## src/rtl/iirl_pkg.sv

```systemverilog
// Shared types, operation codes and size defaults for the indexed insert/remove list.
package iirl_pkg;

    // Request operation codes
    localparam logic [1:0] MODE_PUSH   = 2'd0;
    localparam logic [1:0] MODE_POP    = 2'd1;
    localparam logic [1:0] MODE_INSERT = 2'd2;
    localparam logic [1:0] MODE_REMOVE = 2'd3;

    // Field widths of the request and result items
    localparam int MODE_W  = 2;
    localparam int POS_W   = 5;
    localparam int VALUE_W = 32;
    localparam int LEN_W   = 5;

    // Default sizes
    localparam int DEFAULT_DEPTH      = 16;
    localparam int DEFAULT_ITEM_WIDTH = 32;

    // Index width wide enough for any supported depth (up to 256, plus the count itself)
    localparam int IDX_W = 9;

    // Shift control broadcast to every cell of the row
    typedef struct packed {
        logic             ins;  // open a gap at pos and store the new item there
        logic             rem;  // close the gap at pos, cells above move down
        logic [IDX_W-1:0] pos;  // effective position of the operation
    } iirl_ctl_t;

endpackage

```

## src/rtl/indexed_insert_remove_list_top.sv

```systemverilog
// Top level of the indexed insert/remove list: request decode, cell row and result register.
//
// Usage:
//   Requests enter on the s_ channel (s_mode, s_position, s_item_value) with
//   s_valid/s_ready; one result per request leaves on the m_ channel
//   (m_success, m_taken_item, m_length_now) with m_valid/m_ready.
//   Modes: push, pop, insert at position, remove at position.
//   Latency: the result is valid the cycle after the request is accepted.
//   Throughput: one request per cycle while results are taken at once; every
//   cell of the row moves in parallel in that same cycle, and the taken item
//   comes from a select across the row into the result register.
//   Stall: while a result waits unaccepted and m_ready is low, s_ready is low; a new request is
//   taken in the same cycle that the waiting result is taken.
//   Reset (aresetn low, synchronous): the list becomes empty and no result is
//   pending. Entry contents are not cleared; only entries below the length are
//   ever read, so no clearing pass is needed.
//   A failed request (empty, full or bad position) leaves the list unchanged
//   and returns success low with a zero item.
module indexed_insert_remove_list_top #(
    parameter int DEPTH      = iirl_pkg::DEFAULT_DEPTH,
    parameter int ITEM_WIDTH = iirl_pkg::DEFAULT_ITEM_WIDTH
) (
    input  logic                          aclk,
    input  logic                          aresetn,
    input  logic                          s_valid,
    output logic                          s_ready,
    input  logic [iirl_pkg::MODE_W-1:0]   s_mode,
    input  logic [iirl_pkg::POS_W-1:0]    s_position,
    input  logic [iirl_pkg::VALUE_W-1:0]  s_item_value,
    output logic                          m_valid,
    input  logic                          m_ready,
    output logic                          m_success,
    output logic [iirl_pkg::VALUE_W-1:0]  m_taken_item,
    output logic [iirl_pkg::LEN_W-1:0]    m_length_now
);
    import iirl_pkg::*;

    localparam int CNT_W = $clog2(DEPTH + 1);
    localparam int SEL_W = $clog2(DEPTH);
    localparam logic [IDX_W-1:0] DEPTH_IDX = IDX_W'(DEPTH);

    logic [CNT_W-1:0]      cnt_reg;
    logic [CNT_W-1:0]      cnt_next;
    logic                  m_valid_reg;
    logic                  m_success_reg;
    logic [VALUE_W-1:0]    m_taken_item_reg;
    logic [LEN_W-1:0]      m_length_now_reg;

    logic                  fire;
    logic [IDX_W-1:0]      cnt_w;
    logic [IDX_W-1:0]      eff_pos;
    logic                  is_ins;
    logic                  ins_ok;
    logic                  rem_ok;
    logic [ITEM_WIDTH-1:0] item;
    logic [ITEM_WIDTH-1:0] taken;
    iirl_ctl_t             ctl;
    logic [ITEM_WIDTH-1:0] cell_data [DEPTH];

    assign s_ready = !m_valid_reg || m_ready;
    assign fire    = s_valid && s_ready;
    assign cnt_w   = IDX_W'(cnt_reg);
    assign item    = ITEM_WIDTH'(s_item_value);

    // Map push and pop onto insert and remove at the tail
    always_comb begin
        case (s_mode)
            MODE_PUSH: begin
                is_ins  = 1'b1;
                eff_pos = cnt_w;
            end
            MODE_POP: begin
                is_ins  = 1'b0;
                eff_pos = (cnt_reg == '0) ? '0 : cnt_w - IDX_W'(1);
            end
            MODE_INSERT: begin
                is_ins  = 1'b1;
                eff_pos = IDX_W'(s_position);
            end
            default: begin
                is_ins  = 1'b0;
                eff_pos = IDX_W'(s_position);
            end
        endcase
    end

    // Bounds checks
    assign ins_ok = is_ins && (eff_pos <= cnt_w) && (cnt_w < DEPTH_IDX);
    assign rem_ok = !is_ins && (eff_pos < cnt_w);

    // Shift control for the row
    assign ctl.ins = fire && ins_ok;
    assign ctl.rem = fire && rem_ok;
    assign ctl.pos = eff_pos;

    // Row of cells, each linked to its neighbours
    for (genvar i = 0; i < DEPTH; i++) begin : g_cell
        logic [ITEM_WIDTH-1:0] lower_data;
        logic [ITEM_WIDTH-1:0] upper_data;
        if (i == 0) begin : g_first
            assign lower_data = item;
        end else begin : g_mid_lo
            assign lower_data = cell_data[i-1];
        end
        if (i == DEPTH - 1) begin : g_last
            assign upper_data = cell_data[i];
        end else begin : g_mid_hi
            assign upper_data = cell_data[i+1];
        end
        iirl_cell #(
            .IDX        (i),
            .ITEM_WIDTH (ITEM_WIDTH)
        ) u_cell (
            .aclk       (aclk),
            .ctl        (ctl),
            .item       (item),
            .lower_data (lower_data),
            .upper_data (upper_data),
            .data       (cell_data[i])
        );
    end

    // Item leaving the list; position is below the length when used
    assign taken = rem_ok ? cell_data[eff_pos[SEL_W-1:0]] : '0;

    // Length update
    always_comb begin
        cnt_next = cnt_reg;
        if (ctl.ins) begin
            cnt_next = cnt_reg + CNT_W'(1);
        end else if (ctl.rem) begin
            cnt_next = cnt_reg - CNT_W'(1);
        end
    end

    // Control state
    always_ff @(posedge aclk) begin
        if (!aresetn) begin
            cnt_reg     <= '0;
            m_valid_reg <= 1'b0;
        end else begin
            cnt_reg <= cnt_next;
            if (fire) begin
                m_valid_reg <= 1'b1;
            end else if (m_ready) begin
                m_valid_reg <= 1'b0;
            end
        end
    end

    // Result payload
    always_ff @(posedge aclk) begin
        if (fire) begin
            m_success_reg    <= ins_ok || rem_ok;
            m_taken_item_reg <= VALUE_W'(taken);
            m_length_now_reg <= LEN_W'(cnt_next);
        end
    end

    assign m_valid      = m_valid_reg;
    assign m_success    = m_success_reg;
    assign m_taken_item = m_taken_item_reg;
    assign m_length_now = m_length_now_reg;

    // Length never exceeds capacity
    a_cnt_bound: assert property (@(posedge aclk) disable iff (!aresetn)
        cnt_reg <= CNT_W'(DEPTH))
        else $error("list length beyond capacity");

    // A successful removal shortens the list by one
    a_rem_len: assert property (@(posedge aclk) disable iff (!aresetn)
        ctl.rem |=> cnt_reg == $past(cnt_reg) - CNT_W'(1))
        else $error("removal did not shorten the list");

    // Failed requests return no item
    a_fail_zero: assert property (@(posedge aclk) disable iff (!aresetn)
        (m_valid_reg && !m_success_reg) |-> m_taken_item_reg == '0)
        else $error("failed request returned an item");

    // A pending result reports the current length
    a_len_match: assert property (@(posedge aclk) disable iff (!aresetn)
        m_valid_reg |-> m_length_now_reg == LEN_W'(cnt_reg))
        else $error("reported length differs from stored length");

endmodule

```

## src/rtl/iirl_cell.sv

```systemverilog
// One storage cell of the list: holds one entry and shifts with its neighbours.
module iirl_cell #(
    parameter int IDX        = 0,
    parameter int ITEM_WIDTH = iirl_pkg::DEFAULT_ITEM_WIDTH
) (
    input  logic                      aclk,
    input  iirl_pkg::iirl_ctl_t       ctl,
    input  logic [ITEM_WIDTH-1:0]     item,
    input  logic [ITEM_WIDTH-1:0]     lower_data,
    input  logic [ITEM_WIDTH-1:0]     upper_data,
    output logic [ITEM_WIDTH-1:0]     data
);
    import iirl_pkg::*;

    localparam logic [IDX_W-1:0] MY_IDX = IDX_W'(IDX);

    logic [ITEM_WIDTH-1:0] data_reg;
    logic [ITEM_WIDTH-1:0] data_next;

    // Select: hold, take from the lower neighbour, take the new item or the upper neighbour
    always_comb begin
        data_next = data_reg;
        if (ctl.ins) begin
            if (MY_IDX > ctl.pos) begin
                data_next = lower_data;
            end else if (MY_IDX == ctl.pos) begin
                data_next = item;
            end
        end else if (ctl.rem) begin
            if (MY_IDX >= ctl.pos) begin
                data_next = upper_data;
            end
        end
    end

    // Entry storage, undefined until written
    always_ff @(posedge aclk) begin
        data_reg <= data_next;
    end

    assign data = data_reg;

endmodule

```

## config.mk

```make
export PLATFORM = sky130hd
export DESIGN_NAME = indexed_insert_remove_list_top
export DESIGN_NICKNAME = d
export VERILOG_FILES = /design/src/rtl/iirl_pkg.sv /design/src/rtl/indexed_insert_remove_list_top.sv /design/src/rtl/iirl_cell.sv
export SDC_FILE = /design/constraint.sdc
export NUM_CORES = 2
export LEC_CHECK = 0
export BUFFER_PORTS_ARGS = -buffer_cell sky130_fd_sc_hd__buf_2
export CORE_MARGIN = 3
export CORE_UTILIZATION = 45
export CTS_BUF_LIST = sky130_fd_sc_hd__clkbuf_8
export CTS_CLUSTER_SIZE = 20
export DETAILED_ROUTE_END_ITERATION = 6
export SLEW_MARGIN = 20
export SYNTH_ARGS = -nofsm -noshare
export SYNTH_HDL_FRONTEND = slang
export SYNTH_HIERARCHICAL = 1
export SYNTH_SLANG_ARGS = --single-unit
```

## constraint.sdc

```tcl
create_clock -name aclk -period 11.3 [get_ports aclk]
set_input_delay 1.13 -clock aclk [delete_from_list [all_inputs] [get_ports aclk]]
set_output_delay 1.13 -clock aclk [all_outputs]
set_load 0.02 [all_outputs]
```

==> summary.md <==
| Metric | Value |
|---|---|
| Outcome | `finished with violations` |
| Failing checks | `DRC` |
| Reg2Reg Setup Slack | `4.56 ns` |
| # rows | `105` |
| DRT Pass-1 Iters | `7` |
| Seq cells post-synth | `556` |
| Startpoint types | `flip-flop` |
| Hold Vio Cnt, Final | `0` |
| Total number of vias | `32540` |
| Global-route wire length before repair | `205800 um` |
| Initial antenna violation count | `6` |
| H-tree levels | `3` |
| Internal | `0.005446 W` |
| Clock share of power | `18.6%` |
| Core Box Area | `82370 um2` |
| Synthesized area per cell | `10.64 um2` |
| Layout area overhead | `6.715%` |
| Overall global routing resource usage | `31.18%` |
| Hold path startpoint | `m_valid` |
| Die ar. | `86890 um2` |
| Via density | `7.115` |
| Crit Reg-Reg Startpoint | `cnt_reg[0]` |
| CTS sink count | `556` |
| Max Cap Viol | `0` |
| Hold Crit Class | `reg -> reg` |
| Final wirelength | `140100 um` |
| Share of cells above drive strength 1 | `22.03%` |
| Routing usage on met1 | `42.41%` |
| Layout Nets | `3464` |
| Max Fclk | `148.3 MHz` |
| Iter 0 DRT Violations | `4836` |
| Synth Instances | `3526` |
| Met3 usage | `8.002%` |
| Synth top area share | `44.01%` |
| Sw frac | `45.61%` |
| Worst Setup SP | `cnt_reg[0]` |
| Hold slack | `0.5357 ns` |
| Count of pins over their slew limit | `0` |
| Setup_tns | `0 ns` |
| Yosys cell types | `76` |
| Setup bufs post-CTS | `0` |
| Drc violations | `5` |
| Clock transition at path regs | `0.06 ns` |
| Crit end category | `flip-flop` |
| Warnings, synthesis | `6` |
| Initial core utilization | `45.56%` |
| Die Span Y | `294.8 um` |
| Gpl congestion | `0.8663` |
| Flop pwr share | `33.0%` |
| RSZ-0062 raised after global routing | `no` |
| Synth area leader | `edfxtp_1` |
| Sequential area share after synthesis | `44.33%` |
| Pin count of the biggest net entering global routing | `189` |
| Worst Skew | `0.03706 ns` |
| Slew margin rel. | `20.08%` |
| Synthesized net count | `3577` |
| Data required time of the worst path | `11.66 ns` |
| Fillcell total | `7393` |
| WL/cell | `30.63 um` |
| EDFF count, synth | `550` |
| CTS resizes | `0` |
| Main area contributors after synthesis | `edfxtp_1 44%, mux2i_1 6.9%, o31ai_2 6.8%` |
| Worst Tran Pin Value | `1.196 ns` |
| Total CTS buffers | `104` |
| Gate power share | `48.5%` |
| PD cells | `250.0 nW/um2` |
| Die width | `294.8 um` |
| Asr flop ratio synth | `0%` |
| Synth Flop Type | `edfxtp_1` |
| Clock Path Buffers | `3` |
| Period Utilization, post-route | `59.68%` |
| Worst-skew pair later-pin latency | `0.74 ns` |
| Synthesized area | `37530 um2` |
| Max FO, Critical Path | `96` |
| Post-DP HPWL | `80060 um` |
| Final min period | `6.743 ns` |
| Post-cts hold buffer count | `0` |
| GRT met2 Usage | `46.77%` |
| Grt total ovfl | `0` |
| GRT Max-Usage Layer | `met2` |
| VDD IR max | `0.0002068 V` |
| Ports | `83` |
| Vias in the first global route | `31240` |
| CTS tree | `yes` |
| Final setup violation count | `0` |
| Type of the worst setup path | `reg -> reg` |
| CP arrival | `7.10 ns` |
| Psw | `0.004567 W` |
| Port Buffers | `82` |
| Clock root buffer | `clkbuf_8` |
| Max reg flops | `512` |
| Final ANT Viol Nets | `0` |
| Lkg Pwr | `14.50 nW` |
==> final timing paths <==
path,endpoint,depth (start not counted)
worst min register to register,m_valid,2
worst max-delay path,g_cell[14].u_cell/data[12],16
worst max register to register,g_cell[14].u_cell/data[12],16
worst min-delay path,m_valid,2
==> placed cells by master, fill, tap and decap left out, drive strengths merged, types with 31 or more instances in the layout <==
| master | count |
|---|---|
| a21oi | 213 |
| a221oi | 63 |
| nor2b | 66 |
| nand2 | 152 |
| o21ai | 142 |
| buf | 176 |
| nand3 | 45 |
| o31a | 54 |
| nor2 | 371 |
| mux2i | 257 |
| a32oi | 34 |
| edfxtp | 550 |
| a22o | 33 |
| nand4 | 228 |
| clkinv | 46 |
| inv | 103 |
| mux2 | 160 |
| o31ai | 226 |
| a31oi | 304 |
| clkbuf | 107 |
| a32o | 31 |
==> through the flow <==
step | util (%) | instances | total power (W) | instance area (um2) | setup WS (ns)
final | 48.62 | 4574 | 0.01001 | 40050 | 4.557
after global routing | 48.61 | 4572 | 0.01040 | 40040 | 4.238
after CTS | 48.57 | 4568 | 0.009858 | 40000 | 4.706
after detailed placement | 46.27 | 4375 | 0.008001 | 38110 | 4.151
after global placement | 46.27 | 4375 | 0.007862 | 38110 | 4.277
after floorplan | - | 3526 | 0.006679 | 37530 | 1.641
==> synthesized netlist by cell type (4+ instances only) <==
library cell  number
mux2_1            10
buf_12             6
or4_1              6
buf_4             24
o31ai_2          205
nor3_2             5
nand4b_1          14
o21ai_1           62
nor4_2            10
mux2_4            89
o211a_1            4
clkbuf_1         207
buf_6             50
nor2b_1           66
o21ai_0           80
a32oi_1           34
dfxtp_1            6
nand2_1          152
nand3_1           45
mux2_2            61
a221oi_1          36
buf_2             82
nor3_1            13
a31oi_1          304
inv_1             66
o31a_2             4
edfxtp_1         550
buf_1             22
o31ai_1           21
ha_1               8
or3_1              5
o31a_1            50
xnor2_1            4
a32o_1            31
nand4_1          227
nor2_1           371
a22o_1            33
a21oi_1          213
nor4_1             6
mux2i_1          257
a221oi_2          27
==> kinds of logic after synthesis <==
| family | share of synthesized area [%] |
|---|---|
| flops | 44.33 |
| simple gates | 12.85 |
| buf+inv | 6.488 |
| mux | 12.55 |
| xor+xnor | 0.09335 |
| fa+ha+maj | 0.2667 |
| compound gates | 23.43 |
==> per-layer routing <==
metal / vias up / wire length (um)
met5: - / 71
met4: 4 / 6376
met3: 484 / 17330
met2: 2456 / 61020
met1: 15890 / 55290
li1: 13710 / -
==> worst max-delay path, cell delays in order (launching register included) <==
cell      delay (ns)
dfxtp_1         0.42
inv_1           0.16
ha_1            0.25
nor4b_4         0.40
o211ai_4        0.13
buf_4           0.36
inv_8           0.73
ha_1            0.29
nor2b_1         0.06
o21a_1          0.16
o21ai_0         0.19
a22oi_1         0.21
nor2_4          0.56
buf_4           0.79
nor2_1          0.19
a211oi_4        0.81
buf_4           0.49
==> power groups by stage <==
stage	Clock (W)	Sequential, W	Combinational (W)
global route	0.00197	0.00333	0.00510
floorplan	0	0.00323	0.00345
detailed placement	0	0.00332	0.00468
global placement	0	0.00331	0.00456
CTS	0.00188	0.00328	0.00469
finish	0.00186	0.00330	0.00485
==> layout make-up <==
type                       count  area [um2]  share of cell area, %
timing repair buffer         176        1169                  2.918
antenna                        4       10.01                0.02500
multi-input combinational   2508       18740                  46.79
inverter                      67       260.3                 0.6499
tap                         1070        1339                  3.343
clock inverter                86       421.7                  1.053
sequential                   556       16640                  41.54
clock buffer                 107        1473                  3.677
Note: power is estimated with default switching activity, not from simulation.
